--- src/rtl/rpl_pkg.sv ---
// ----------------------------------------------------------------------------
// rpl_pkg: shared definitions for the RSSI peak lap timer
// Operation codes, register indexes, widths and the drop constants.
// ----------------------------------------------------------------------------
package rpl_pkg;

    // Operation codes carried in s_tuser
    localparam int OP_W = 3;
    localparam logic [OP_W-1:0] OP_SAMPLE        = 3'd0;
    localparam logic [OP_W-1:0] OP_START         = 3'd1;
    localparam logic [OP_W-1:0] OP_STOP          = 3'd2;
    localparam logic [OP_W-1:0] OP_NOISE_CAL_ON  = 3'd3;
    localparam logic [OP_W-1:0] OP_NOISE_CAL_OFF = 3'd4;
    localparam logic [OP_W-1:0] OP_CROSS_CAL_ON  = 3'd5;
    localparam logic [OP_W-1:0] OP_CROSS_CAL_OFF = 3'd6;

    // Configuration register indexes
    localparam int CFG_ADDR_W = 2;
    localparam int CFG_DATA_W = 32;
    localparam logic [CFG_ADDR_W-1:0] REG_ENTER_THRESHOLD  = 2'd0;
    localparam logic [CFG_ADDR_W-1:0] REG_MIN_LAP_MS       = 2'd1;
    localparam logic [CFG_ADDR_W-1:0] REG_GATE_DIAMETER_MM = 2'd2;

    // Field widths
    localparam int RSSI_W    = 8;
    localparam int TIME_W    = 32;
    localparam int GATE_W    = 16;
    localparam int COUNT_W   = 16;
    localparam int SLOT_W    = 3;

    // Stream widths: input data {time_ms, rssi_sample}, output as listed at the ports
    localparam int S_TDATA_W = 40;
    localparam int M_TDATA_W = 88;

    // Lap history depth; the lap index wraps at this count
    localparam int LAP_SLOTS = 8;
    localparam int LAP_IDX_W = (LAP_SLOTS > 1) ? $clog2(LAP_SLOTS) : 1;

    // Peak drop rule
    localparam logic [GATE_W-1:0] GATE_WIDE_MM = 16'd1000;
    localparam logic [RSSI_W-1:0] DROP_WIDE    = 8'd10;
    localparam logic [RSSI_W-1:0] DROP_NARROW  = 8'd6;

    localparam logic [COUNT_W-1:0] COUNT_MAX   = 16'hFFFF;

endpackage

--- src/rtl/rssi_peak_lap_timer.sv ---
// ----------------------------------------------------------------------------
// rssi_peak_lap_timer: lap timing from filtered RSSI samples
// Peak tracking with a drop detector, plus noise and crossing calibration.
// ----------------------------------------------------------------------------
// The block takes one transaction per clock on the slave side while the
// result register is not stalled, and returns exactly one result transaction
// per input on the master side, in order. An input transaction is registered
// in the input register, then evaluated against the timing state as it moves
// on, and the result is registered in the result register. The sustained
// rate is one transaction per cycle while m_tready does not stall the
// result register, set by the update of the lap state (the hold-off
// subtract and compare, the peak compare and the drop compare). Backpressure
// on m_tready stalls the result register; the input register then takes one
// more transaction and holds it, and s_tready stays low until the result
// register can move again. Configuration writes should only be issued while
// no transaction is in flight.
module rssi_peak_lap_timer (
    input  logic                              aclk,
    input  logic                              aresetn,
    // Configuration write port
    input  logic                              cfg_wr_en,
    input  logic [rpl_pkg::CFG_ADDR_W-1:0]    cfg_addr,
    input  logic [rpl_pkg::CFG_DATA_W-1:0]    cfg_wdata,
    // Input stream
    input  logic                              s_tvalid,
    output logic                              s_tready,
    // s_tdata, lowest bit first: rssi_sample[7:0], time_ms[39:8]
    input  logic [rpl_pkg::S_TDATA_W-1:0]     s_tdata,
    // s_tuser: op[2:0]
    input  logic [rpl_pkg::OP_W-1:0]          s_tuser,
    // Result stream
    output logic                              m_tvalid,
    input  logic                              m_tready,
    // m_tdata, lowest bit first: lap_done[0], lap_time[32:1], lap_slot[35:33],
    // is_running[36], noise_max[44:37], noise_count[60:45],
    // crossing_max[68:61], crossing_count[84:69], zero fill[87:85]
    output logic [rpl_pkg::M_TDATA_W-1:0]     m_tdata
);
    import rpl_pkg::*;

    // Configuration registers
    logic [RSSI_W-1:0]  enter_threshold_reg;
    logic [TIME_W-1:0]  min_lap_ms_reg;
    logic [GATE_W-1:0]  gate_diameter_mm_reg;

    // Input register stage
    logic               in_valid_reg;
    logic [OP_W-1:0]    in_op_reg;
    logic [RSSI_W-1:0]  in_rssi_reg;
    logic [TIME_W-1:0]  in_time_reg;

    // Timing and calibration state
    logic                 running_reg,         running_next;
    logic [TIME_W-1:0]    lap_start_reg,       lap_start_next;
    logic [RSSI_W-1:0]    peak_value_reg,      peak_value_next;
    logic [TIME_W-1:0]    peak_time_reg,       peak_time_next;
    logic [TIME_W-1:0]    last_lap_reg,        last_lap_next;
    logic [LAP_IDX_W-1:0] lap_index_reg,       lap_index_next;
    logic                 noise_on_reg,        noise_on_next;
    logic                 cross_on_reg,        cross_on_next;
    logic [RSSI_W-1:0]    noise_peak_reg,      noise_peak_next;
    logic [COUNT_W-1:0]   noise_count_reg,     noise_count_next;
    logic [RSSI_W-1:0]    cross_peak_reg,      cross_peak_next;
    logic [COUNT_W-1:0]   cross_count_reg,     cross_count_next;
    logic                 lap_done_next;

    // Result register
    logic                 out_valid_reg;
    logic [M_TDATA_W-1:0] out_data_reg;
    logic [M_TDATA_W-1:0] out_data_next;

    logic                 advance;
    logic                 fire;
    logic [TIME_W-1:0]    since_start;
    logic                 new_peak;
    logic [RSSI_W-1:0]    drop;
    logic [LAP_IDX_W+2:0] slot_ext;

    // The result register moves whenever it is empty or being taken, and the
    // input register refills whenever its contents move on.
    assign advance  = !out_valid_reg || m_tready;
    assign fire     = in_valid_reg && advance;
    assign s_tready = !in_valid_reg || advance;
    assign m_tvalid = out_valid_reg;
    assign m_tdata  = out_data_reg;

    // Configuration writes; indexes beyond the list are ignored.
    always_ff @(posedge aclk) begin
        if (!aresetn) begin
            enter_threshold_reg  <= '0;
            min_lap_ms_reg       <= '0;
            gate_diameter_mm_reg <= '0;
        end else if (cfg_wr_en) begin
            case (cfg_addr)
                REG_ENTER_THRESHOLD:  enter_threshold_reg  <= cfg_wdata[RSSI_W-1:0];
                REG_MIN_LAP_MS:       min_lap_ms_reg       <= cfg_wdata[TIME_W-1:0];
                REG_GATE_DIAMETER_MM: gate_diameter_mm_reg <= cfg_wdata[GATE_W-1:0];
                default: ;
            endcase
        end
    end

    // Input register
    always_ff @(posedge aclk) begin
        if (!aresetn) begin
            in_valid_reg <= 1'b0;
        end else if (s_tready) begin
            in_valid_reg <= s_tvalid;
        end
    end

    always_ff @(posedge aclk) begin
        if (s_tready && s_tvalid) begin
            in_op_reg   <= s_tuser;
            in_rssi_reg <= s_tdata[RSSI_W-1:0];
            in_time_reg <= s_tdata[RSSI_W+TIME_W-1:RSSI_W];
        end
    end

    // Time since the lap started, modulo 2^32, for the hold-off test.
    assign since_start = in_time_reg - lap_start_reg;
    assign drop = (gate_diameter_mm_reg == GATE_WIDE_MM) ? DROP_WIDE : DROP_NARROW;

    always_comb begin
        running_next     = running_reg;
        lap_start_next   = lap_start_reg;
        peak_value_next  = peak_value_reg;
        peak_time_next   = peak_time_reg;
        last_lap_next    = last_lap_reg;
        lap_index_next   = lap_index_reg;
        noise_on_next    = noise_on_reg;
        cross_on_next    = cross_on_reg;
        noise_peak_next  = noise_peak_reg;
        noise_count_next = noise_count_reg;
        cross_peak_next  = cross_peak_reg;
        cross_count_next = cross_count_reg;
        lap_done_next    = 1'b0;
        new_peak         = 1'b0;

        case (in_op_reg)
            OP_SAMPLE: begin
                // Calibration sees every sample, running or not.
                if (noise_on_reg) begin
                    if (noise_count_reg != COUNT_MAX) begin
                        noise_count_next = noise_count_reg + 1'b1;
                    end
                    if (in_rssi_reg > noise_peak_reg) begin
                        noise_peak_next = in_rssi_reg;
                    end
                end
                if (cross_on_reg) begin
                    if (cross_count_reg != COUNT_MAX) begin
                        cross_count_next = cross_count_reg + 1'b1;
                    end
                    if (in_rssi_reg > cross_peak_reg) begin
                        cross_peak_next = in_rssi_reg;
                    end
                end
                if (running_reg) begin
                    new_peak = (since_start > min_lap_ms_reg)
                            && (in_rssi_reg >= enter_threshold_reg)
                            && (in_rssi_reg > peak_value_reg);
                    if (new_peak) begin
                        peak_value_next = in_rssi_reg;
                        peak_time_next  = in_time_reg;
                    end
                    // A new peak equals the sample, so only a held peak can
                    // end the lap; a lap may still end inside the hold-off.
                    if (!new_peak && (in_rssi_reg < peak_value_reg)
                            && ((peak_value_reg - in_rssi_reg) >= drop)) begin
                        lap_done_next   = 1'b1;
                        last_lap_next   = peak_time_reg - lap_start_reg;
                        lap_start_next  = peak_time_reg;
                        peak_value_next = '0;
                        peak_time_next  = '0;
                        if (lap_index_reg == LAP_IDX_W'(LAP_SLOTS - 1)) begin
                            lap_index_next = '0;
                        end else begin
                            lap_index_next = lap_index_reg + 1'b1;
                        end
                    end
                end
            end
            OP_START, OP_STOP: begin
                running_next    = (in_op_reg == OP_START);
                lap_start_next  = '0;
                peak_value_next = '0;
                peak_time_next  = '0;
                last_lap_next   = '0;
                lap_index_next  = '0;
            end
            OP_NOISE_CAL_ON: begin
                noise_on_next    = 1'b1;
                noise_peak_next  = '0;
                noise_count_next = '0;
            end
            OP_NOISE_CAL_OFF: begin
                noise_on_next = 1'b0;
            end
            OP_CROSS_CAL_ON: begin
                cross_on_next    = 1'b1;
                cross_peak_next  = '0;
                cross_count_next = '0;
            end
            OP_CROSS_CAL_OFF: begin
                cross_on_next = 1'b0;
            end
            default: ;
        endcase
    end

    // The reported slot is the low bits of the lap index.
    assign slot_ext = {3'b000, lap_index_next};

    assign out_data_next = {3'b000,
                            cross_count_next,
                            cross_peak_next,
                            noise_count_next,
                            noise_peak_next,
                            running_next,
                            slot_ext[SLOT_W-1:0],
                            last_lap_next,
                            lap_done_next};

    always_ff @(posedge aclk) begin
        if (!aresetn) begin
            running_reg     <= 1'b0;
            lap_start_reg   <= '0;
            peak_value_reg  <= '0;
            peak_time_reg   <= '0;
            last_lap_reg    <= '0;
            lap_index_reg   <= '0;
            noise_on_reg    <= 1'b0;
            cross_on_reg    <= 1'b0;
            noise_peak_reg  <= '0;
            noise_count_reg <= '0;
            cross_peak_reg  <= '0;
            cross_count_reg <= '0;
        end else if (fire) begin
            running_reg     <= running_next;
            lap_start_reg   <= lap_start_next;
            peak_value_reg  <= peak_value_next;
            peak_time_reg   <= peak_time_next;
            last_lap_reg    <= last_lap_next;
            lap_index_reg   <= lap_index_next;
            noise_on_reg    <= noise_on_next;
            cross_on_reg    <= cross_on_next;
            noise_peak_reg  <= noise_peak_next;
            noise_count_reg <= noise_count_next;
            cross_peak_reg  <= cross_peak_next;
            cross_count_reg <= cross_count_next;
        end
    end

    // Result register
    always_ff @(posedge aclk) begin
        if (!aresetn) begin
            out_valid_reg <= 1'b0;
        end else if (advance) begin
            out_valid_reg <= in_valid_reg;
        end
    end

    always_ff @(posedge aclk) begin
        if (fire) begin
            out_data_reg <= out_data_next;
        end
    end

endmodule

--- config.mk ---
export PLATFORM = sky130hd
export DESIGN_NAME = rssi_peak_lap_timer
export DESIGN_NICKNAME = d
export VERILOG_FILES = /design/src/rtl/rpl_pkg.sv /design/src/rtl/rssi_peak_lap_timer.sv
export SDC_FILE = /design/constraint.sdc
export NUM_CORES = 1
export LEC_CHECK = 0
export BUFFER_PORTS_ARGS = -buffer_cell sky130_fd_sc_hd__buf_4
export CORE_MARGIN = 4
export CORE_UTILIZATION = 50
export CTS_CLUSTER_DIAMETER = 30
export CTS_CLUSTER_SIZE = 20
export DETAILED_ROUTE_END_ITERATION = 10
export PLACE_DENSITY = 0.73
export SLEW_MARGIN = 20
export SYNTH_ARGS = -nofsm -noshare
export SYNTH_HDL_FRONTEND = slang
export SYNTH_SLANG_ARGS = --single-unit
--- constraint.sdc ---
create_clock -name aclk -period 9.7 [get_ports aclk]
set_input_delay 0.485 -clock aclk [delete_from_list [all_inputs] [get_ports aclk]]
set_output_delay 0.485 -clock aclk [all_outputs]
set_load 0.02 [all_outputs]
Yosys cells after proc, flatten, opt, wreduce, memory -nomap -nowiden
Cells that the tools add are included.
Operators by class
  eq/ne operators: 15
  mux-type cells: 35
  reductions and logical operators: 25
  $lt $le $gt $ge: 7
  add/sub/neg operators: 6
Operators by type and width (number)
  32-bit two-way mux: 7
  32-bit case mux with 2 select lines: 3
  16-bit two-way mux: 4
  16-bit case mux with 2 select lines: 2
  32-bit subtractor: 2
  8-bit two-way mux: 7
  8-bit case mux with 2 select lines: 3
  16-bit by 1-bit adder with 16-bit output, second input constant: 2
  32-bit greater-than comparator: 1
  16-bit inequality test, second input constant: 2
  8-bit greater-than comparator: 3
  16-bit by 10-bit equality test with 1-bit output, second input constant: 1
  3-bit equality test, second input constant: 4
  2-bit AND reduction: 6
  3-bit two-way mux: 3
  8-bit by 4-bit greater-or-equal comparator with 1-bit output: 1
  8-bit greater-or-equal comparator: 1
  8-bit < comparator: 1
  4-bit AND reduction: 2
  8-bit subtractor: 1
  3-bit by 2-bit equality test with 1-bit output, second input constant: 2
  1-bit logical AND: 6
  3-bit case mux with 2 select lines: 1
  2-bit nonzero test: 3
  14 further kinds: 20
Word-level totals
  input port bits: 82
  register bits: 344
  logic and storage cells: 110

Depth between registers and ports, before layout
  depth in word-level cells: 10
  gate-level depth with buffers: 23
  depth with buffers taken out: 21

Least setup slack after synthesis
Ideal clock, no wire load.
  path type: register to register
  start: register in_time_reg[0]
  end: register peak_time_reg[28]
  slack: 4934 ps
  arrival time: 4684 ps
  library setup time: 83 ps
  cell stages (with the launch flop): 24
  path buffers: 2
  clock period less this slack: 4766 ps
  cell sequence: edfxtp_1 > inv_1 > ha_1 > inv_1 > fa_1 > a211oi_1 > o21ai_0 > a22oi_1 > a311oi_1 > a211oi_1 > o31ai_1 > a2111oi_0 > nor3b_1 > xor2_1 > ha_1 > nand4_1 > nor4_1 > nand2_1 > nor2_1 > o41a_1 > or4_1 > buf_6 > buf_12 > o221ai_2
On the way
  cells in the longest elaborated chain, start to end: 10
  elaborated cells between the ends (all ways): 12
  those cells by class: add/sub (1); order compare (1); eq/ne (1); mux (3); reduce/logical (6)
RTL lines
  start: declaration: line rssi_peak_lap_timer.sv:50  | logic [TIME_W-1:0] in_time_reg;
  start signal: assignment: line rssi_peak_lap_timer.sv:116  | in_time_reg <= s_tdata[RSSI_W+TIME_W-1:RSSI_W];
  32-bit subtractor (*): line rssi_peak_lap_timer.sv:121  | assign since_start = in_time_reg - lap_start_reg;
  32-bit greater-than comparator (*): line rssi_peak_lap_timer.sv:160  | new_peak = (since_start > min_lap_ms_reg)
  1-bit logical AND (*): line rssi_peak_lap_timer.sv:161  | && (in_rssi_reg >= enter_threshold_reg)
  1-bit logical AND (*): line rssi_peak_lap_timer.sv:162  | && (in_rssi_reg > peak_value_reg);
  1-bit zero test: line rssi_peak_lap_timer.sv:169  | if (!new_peak && (in_rssi_reg < peak_value_reg)
  1-bit logical AND: line rssi_peak_lap_timer.sv:169
  1-bit logical AND: line rssi_peak_lap_timer.sv:170  | && ((peak_value_reg - in_rssi_reg) >= drop)) begin
  32-bit two-way mux: line rssi_peak_lap_timer.sv:169
  32-bit two-way mux: line rssi_peak_lap_timer.sv:159  | if (running_reg) begin
  32-bit case mux with 2 select lines: line rssi_peak_lap_timer.sv:140  | case (in_op_reg)
  end signal: assignment: line rssi_peak_lap_timer.sv:243  | peak_time_reg <= peak_time_next;
  end: declaration: line rssi_peak_lap_timer.sv:56  | logic [TIME_W-1:0] peak_time_reg, peak_time_next;
Mark *: on every way between the ends. The rest lies on a longest branch, timed or not. The select of a mux whose other input is x is not followed.
A chain may end at the register's enable or synchronous reset.

Worst setup path after layout
  start: register in_time_reg[0]
  end: register peak_value_reg[4]
On the way
  cells in the longest elaborated chain, start to end: 10
  elaborated cells between the ends (all ways): 12
  those cells by class: add/sub (1); order compare (1); eq/ne (1); mux (3); reduce/logical (6)
RTL lines
  32-bit subtractor (*): line rssi_peak_lap_timer.sv:121
  32-bit greater-than comparator (*): line rssi_peak_lap_timer.sv:160
  1-bit logical AND (*): line rssi_peak_lap_timer.sv:161
  1-bit logical AND (*): line rssi_peak_lap_timer.sv:162
  1-bit zero test: line rssi_peak_lap_timer.sv:169
  1-bit logical AND: line rssi_peak_lap_timer.sv:169
  1-bit logical AND: line rssi_peak_lap_timer.sv:170
  8-bit two-way mux: line rssi_peak_lap_timer.sv:169
  8-bit two-way mux: line rssi_peak_lap_timer.sv:159
  8-bit case mux with 2 select lines: line rssi_peak_lap_timer.sv:140
  end signal: assignment: line rssi_peak_lap_timer.sv:242  | peak_value_reg <= peak_value_next;
  end: declaration: line rssi_peak_lap_timer.sv:55  | logic [RSSI_W-1:0] peak_value_reg, peak_value_next;
Marks and branches as above.

==> flow_summary_export.csv <==
group,metric,value,unit
global_route,grt_pass1_wl,78500,um
timing,period_needed,5.88,ns
yosys,ys_seq_area_frac,0.438,
routing,wl,48700,um
yosys,synth_cells,2046,
critical_path,required,10.18,ns
yosys,ys_warn_count,0,
critical_path,path_buf_inv,3,
die,fp-row-count,70,
worst_hold_path,hold_depth,1,
critical_path,end_kind,"flip-flop",
place,gp_congestion,0.870,
timing,finClkSkew,0.0207,ns
timing,setup_tns,0,ns
yosys,synthArstFlopShare,0,
critical_path,start_kind,"flip-flop",
yosys,synth_edf_count,128,
timing,setup_viol,0,
layout,fill_cells,3015,
critical_path,critPathSlowestCell,"or4_2",
clocking,post-cts-setup-buffers,0,
routing,routedWlPerCell,17.8,um
global_route,grt_overflow,0,
die,die_x,201,um
clocking,htree_levels,3,
place,io_buffers,168,
yosys,avgSynthCellArea,9.12,sq um
timing,fmax,170,MHz
global_route,grtUsageMet1,0.330,
routing,num_vias,16000,
clocking,cts_tree,"done",
power_and_ir_drop,leakage,9.07,nW
critical_path,r2r-end,"peak_value_reg[4]",
timing,slew_headroom,0.268,
global_route,busiest_layer,"met2",
clocking,cts_hold_buf,0,
critical_path,worst_path_dominant_cell_family,"compound AO/OA/AOI/OAI gates",
power_and_ir_drop,powerDensity,203,nW/um^2
global_route,grt_use_met2,0.361,
routing,drt_pass1_iterations,6,
global_route,grt_start_max_net_pins,105,
timing,rsz0062_at_grt,"false",
layout,drive_above_1_share,0.167,
timing,report.final.slew_viol_count,0,
global_route,antenna_found_initial,0,
run_status,outcome,"complete, no violations",
routing,drc_errors,0,
layout,syn_to_final_growth,22.2,%
critical_path,worstPathMaxFanout,40,
timing,hold_violations,0,
global_route,met3_usage,0.0437,
critical_path,arrival,6.36,ns
layout,largest_reg_flops,85,
yosys,yosysUniqueCellTypes,79,
power_and_ir_drop,ir_drop,0.000119,V
die,io_pins,172,
clocking,cts_made_buffers,75,
layout,insertedDiodeCount,0,
critical_path,ff2ff_setup_slack,3.82,ns
clocking,cts_resized,0,
routing,via_per_inst,5.85,
die,start_util,0.508,
clocking,cts.reportedPaths.clkPinSlew,0.05,ns
global_route,track_usage,0.231,
clocking,cts.sinks,344,
timing,finalCritPeriodShare,0.606,
critical_path,crit_path_max_incr_delay,0.64,ns
global_route,grt_pass1_vias,15200,
routing,postRouteAntennaNets,0,
critical_path,rr_startpoint,"in_time_reg[0]",
layout,fin_nets,2420,
worst_hold_path,hp-start,"s_tuser[0]",
clocking,clock_path_buffers,3,
die,core_area,36700,sq um
timing,fin_ws,3.82,ns
worst_hold_path,whs_endpoint,"in_op_reg[0]",
yosys,synth-seq-cells,344,
critical_path,path_class,"flip-flop to flip-flop",
run,cap_viol_max_count,0,
worst_hold_path,hold_class,"input pin to flip-flop",
die,die-height,201,um
critical_path,path_cells,"inv_1 -> ha_1 -> inv_1 -> fa_1 -> a211oi_1 -> o21ai_0 -> a22oi_1 -> a311oi_1 -> a211oi_1 -> o31ai_1 -> a2111oi_0 -> nor3b_1 -> xor2_1 -> ha_1 -> nand4_1 -> nor4_1 -> a221oi_1 -> or4_2 -> buf_4 -> o221ai_2",
place,hpwlAfterDp,33900,um
critical_path,ff2ff_path_depth,20,
yosys,synthFlopType,"dfxtp_1",
clocking,clk_latency,0.58,ns
clocking,root_buffer,"clkbuf_16",
yosys,syn_area,18700,sq um
timing,tightest_slew,1.10,ns
routing,drt-initial-drc-count,1151,
die,fp.dieArea,40500,sq um
place,pre_cts_ws,3.89,ns
-- metal layers --
layer,up-vias,part of all wire
met5,-,0
met4,0,0.018
met3,70,0.071
met2,582,0.45
met1,7610,0.46
li1,7724,-
-- how the worst max path moves through the flow --
| stage | from | endpoint | slack (ns) | cells after the start |
|---|---|---|---|---|
| finish | in_time_reg[0] | peak_value_reg[4] | 3.82 | 20 |
| floorplan | in_time_reg[0] | peak_time_reg[28] | 4.93 | 23 |
| global placement | in_time_reg[0] | peak_time_reg[0] | 4.01 | 20 |
| global route | in_time_reg[0] | peak_time_reg[0] | 3.43 | 20 |
| detailed placement | in_time_reg[0] | peak_value_reg[4] | 3.89 | 20 |
| CTS | in_time_reg[0] | peak_value_reg[4] | 3.84 | 20 |
-- logic make-up after synthesis --
family,count (synthesis),synth area share
muxes,7,0.00376
DFF,344,0.438
xor gates and xnor gates,55,0.0258
buffers and inverters,258,0.0578
other,1,0.000201
adders and majority gates,135,0.0917
and+or+nand+nor,691,0.170
AOI/OAI and AO/OA,555,0.213
-- cell usage in the layout (no fill, tap or decap), drive strengths merged, types with 8 or more instances in the layout --
cell / count
a211oi: 11
a21o: 51
a21oi: 187
a22o: 43
a311oi: 10
a31oi: 13
and2: 8
buf: 185
bufinv: 8
clkbuf: 88
clkinv: 16
dfxtp: 216
edfxtp: 128
ha: 132
inv: 171
nand2: 266
nand2b: 15
nand3: 159
nand4: 31
nor2: 122
nor2b: 15
nor3: 29
o211a: 20
o211ai: 11
o21a: 15
o21ai: 88
o221ai: 41
o31ai: 15
xnor2: 33
xor2: 22
-- stage by stage --
step / util / hold WS (ns) / std cells / total power [W] / instance area [sq um]
finish: 0.621 / 0.0745 / 2733 / 0.00463 / 22800
global route: 0.621 / 0.0609 / 2733 / 0.00479 / 22800
CTS: 0.621 / 0.0610 / 2733 / 0.00466 / 22800
detailed placement: 0.549 / 0.442 / 2594 / 0.00205 / 20200
global placement: 0.549 / 0.438 / 2594 / 0.00203 / 20200
floorplan: - / 0.431 / 2048 / 0.00190 / 18700
-- layout make-up --
class                           count  area [sq um]  area share
Clock buffer                       88          1990      0.0872
Clock inverter                     51           654      0.0287
Inverter                          151           572      0.0251
Multi-Input combinational cell   1446          9440       0.414
Sequential cell                   344          8170       0.358
Tap cell                          468           586      0.0257
Timing Repair Buffer              185          1390      0.0611
-- Yosys cell counts, types with 5 or more instances --
| master | n | share of area |
|---|---|---|
| ha_1 | 132 | 0.089 |
| a22o_1 | 43 | 0.020 |
| xor2_1 | 22 | 0.010 |
| nor2_1 | 122 | 0.025 |
| nor3_1 | 28 | 0.0075 |
| buf_1 | 9 | 0.0018 |
| a21o_1 | 51 | 0.021 |
| or2_2 | 6 | 0.0020 |
| a31oi_1 | 13 | 0.0044 |
| nand4_1 | 31 | 0.010 |
| mux2i_1 | 7 | 0.0038 |
| o21bai_1 | 6 | 0.0024 |
| nand3b_1 | 6 | 0.0024 |
| clkbuf_1 | 69 | 0.014 |
| or3_1 | 6 | 0.0020 |
| o21a_1 | 15 | 0.0060 |
| o31ai_1 | 15 | 0.0060 |
| xnor2_1 | 33 | 0.015 |
| o211a_1 | 20 | 0.011 |
| a311oi_1 | 10 | 0.0047 |
| edfxtp_1 | 128 | 0.21 |
| a21oi_1 | 185 | 0.050 |
| a211oi_1 | 10 | 0.0040 |
| nand3_1 | 159 | 0.043 |
| a32oi_1 | 5 | 0.0023 |
| buf_2 | 21 | 0.0056 |
| o211ai_1 | 11 | 0.0044 |
| dfxtp_1 | 216 | 0.23 |
| nand2b_1 | 15 | 0.0050 |
| nand2_1 | 265 | 0.053 |
| o21ai_0 | 84 | 0.023 |
| o221ai_2 | 40 | 0.032 |
| inv_1 | 150 | 0.030 |
| and3_1 | 5 | 0.0017 |
| nor2b_1 | 15 | 0.0050 |
| and2_1 | 8 | 0.0027 |
| nor3b_1 | 5 | 0.0020 |
-- report_power, final --
part           switching, W  internal (W)  total (W)
combinational      0.000267      0.000173   0.000440
clock              0.000884       0.00172    0.00261
sequential        0.0000336       0.00155    0.00158
total               0.00118       0.00345    0.00463
(Power assumes the default switching activity.)
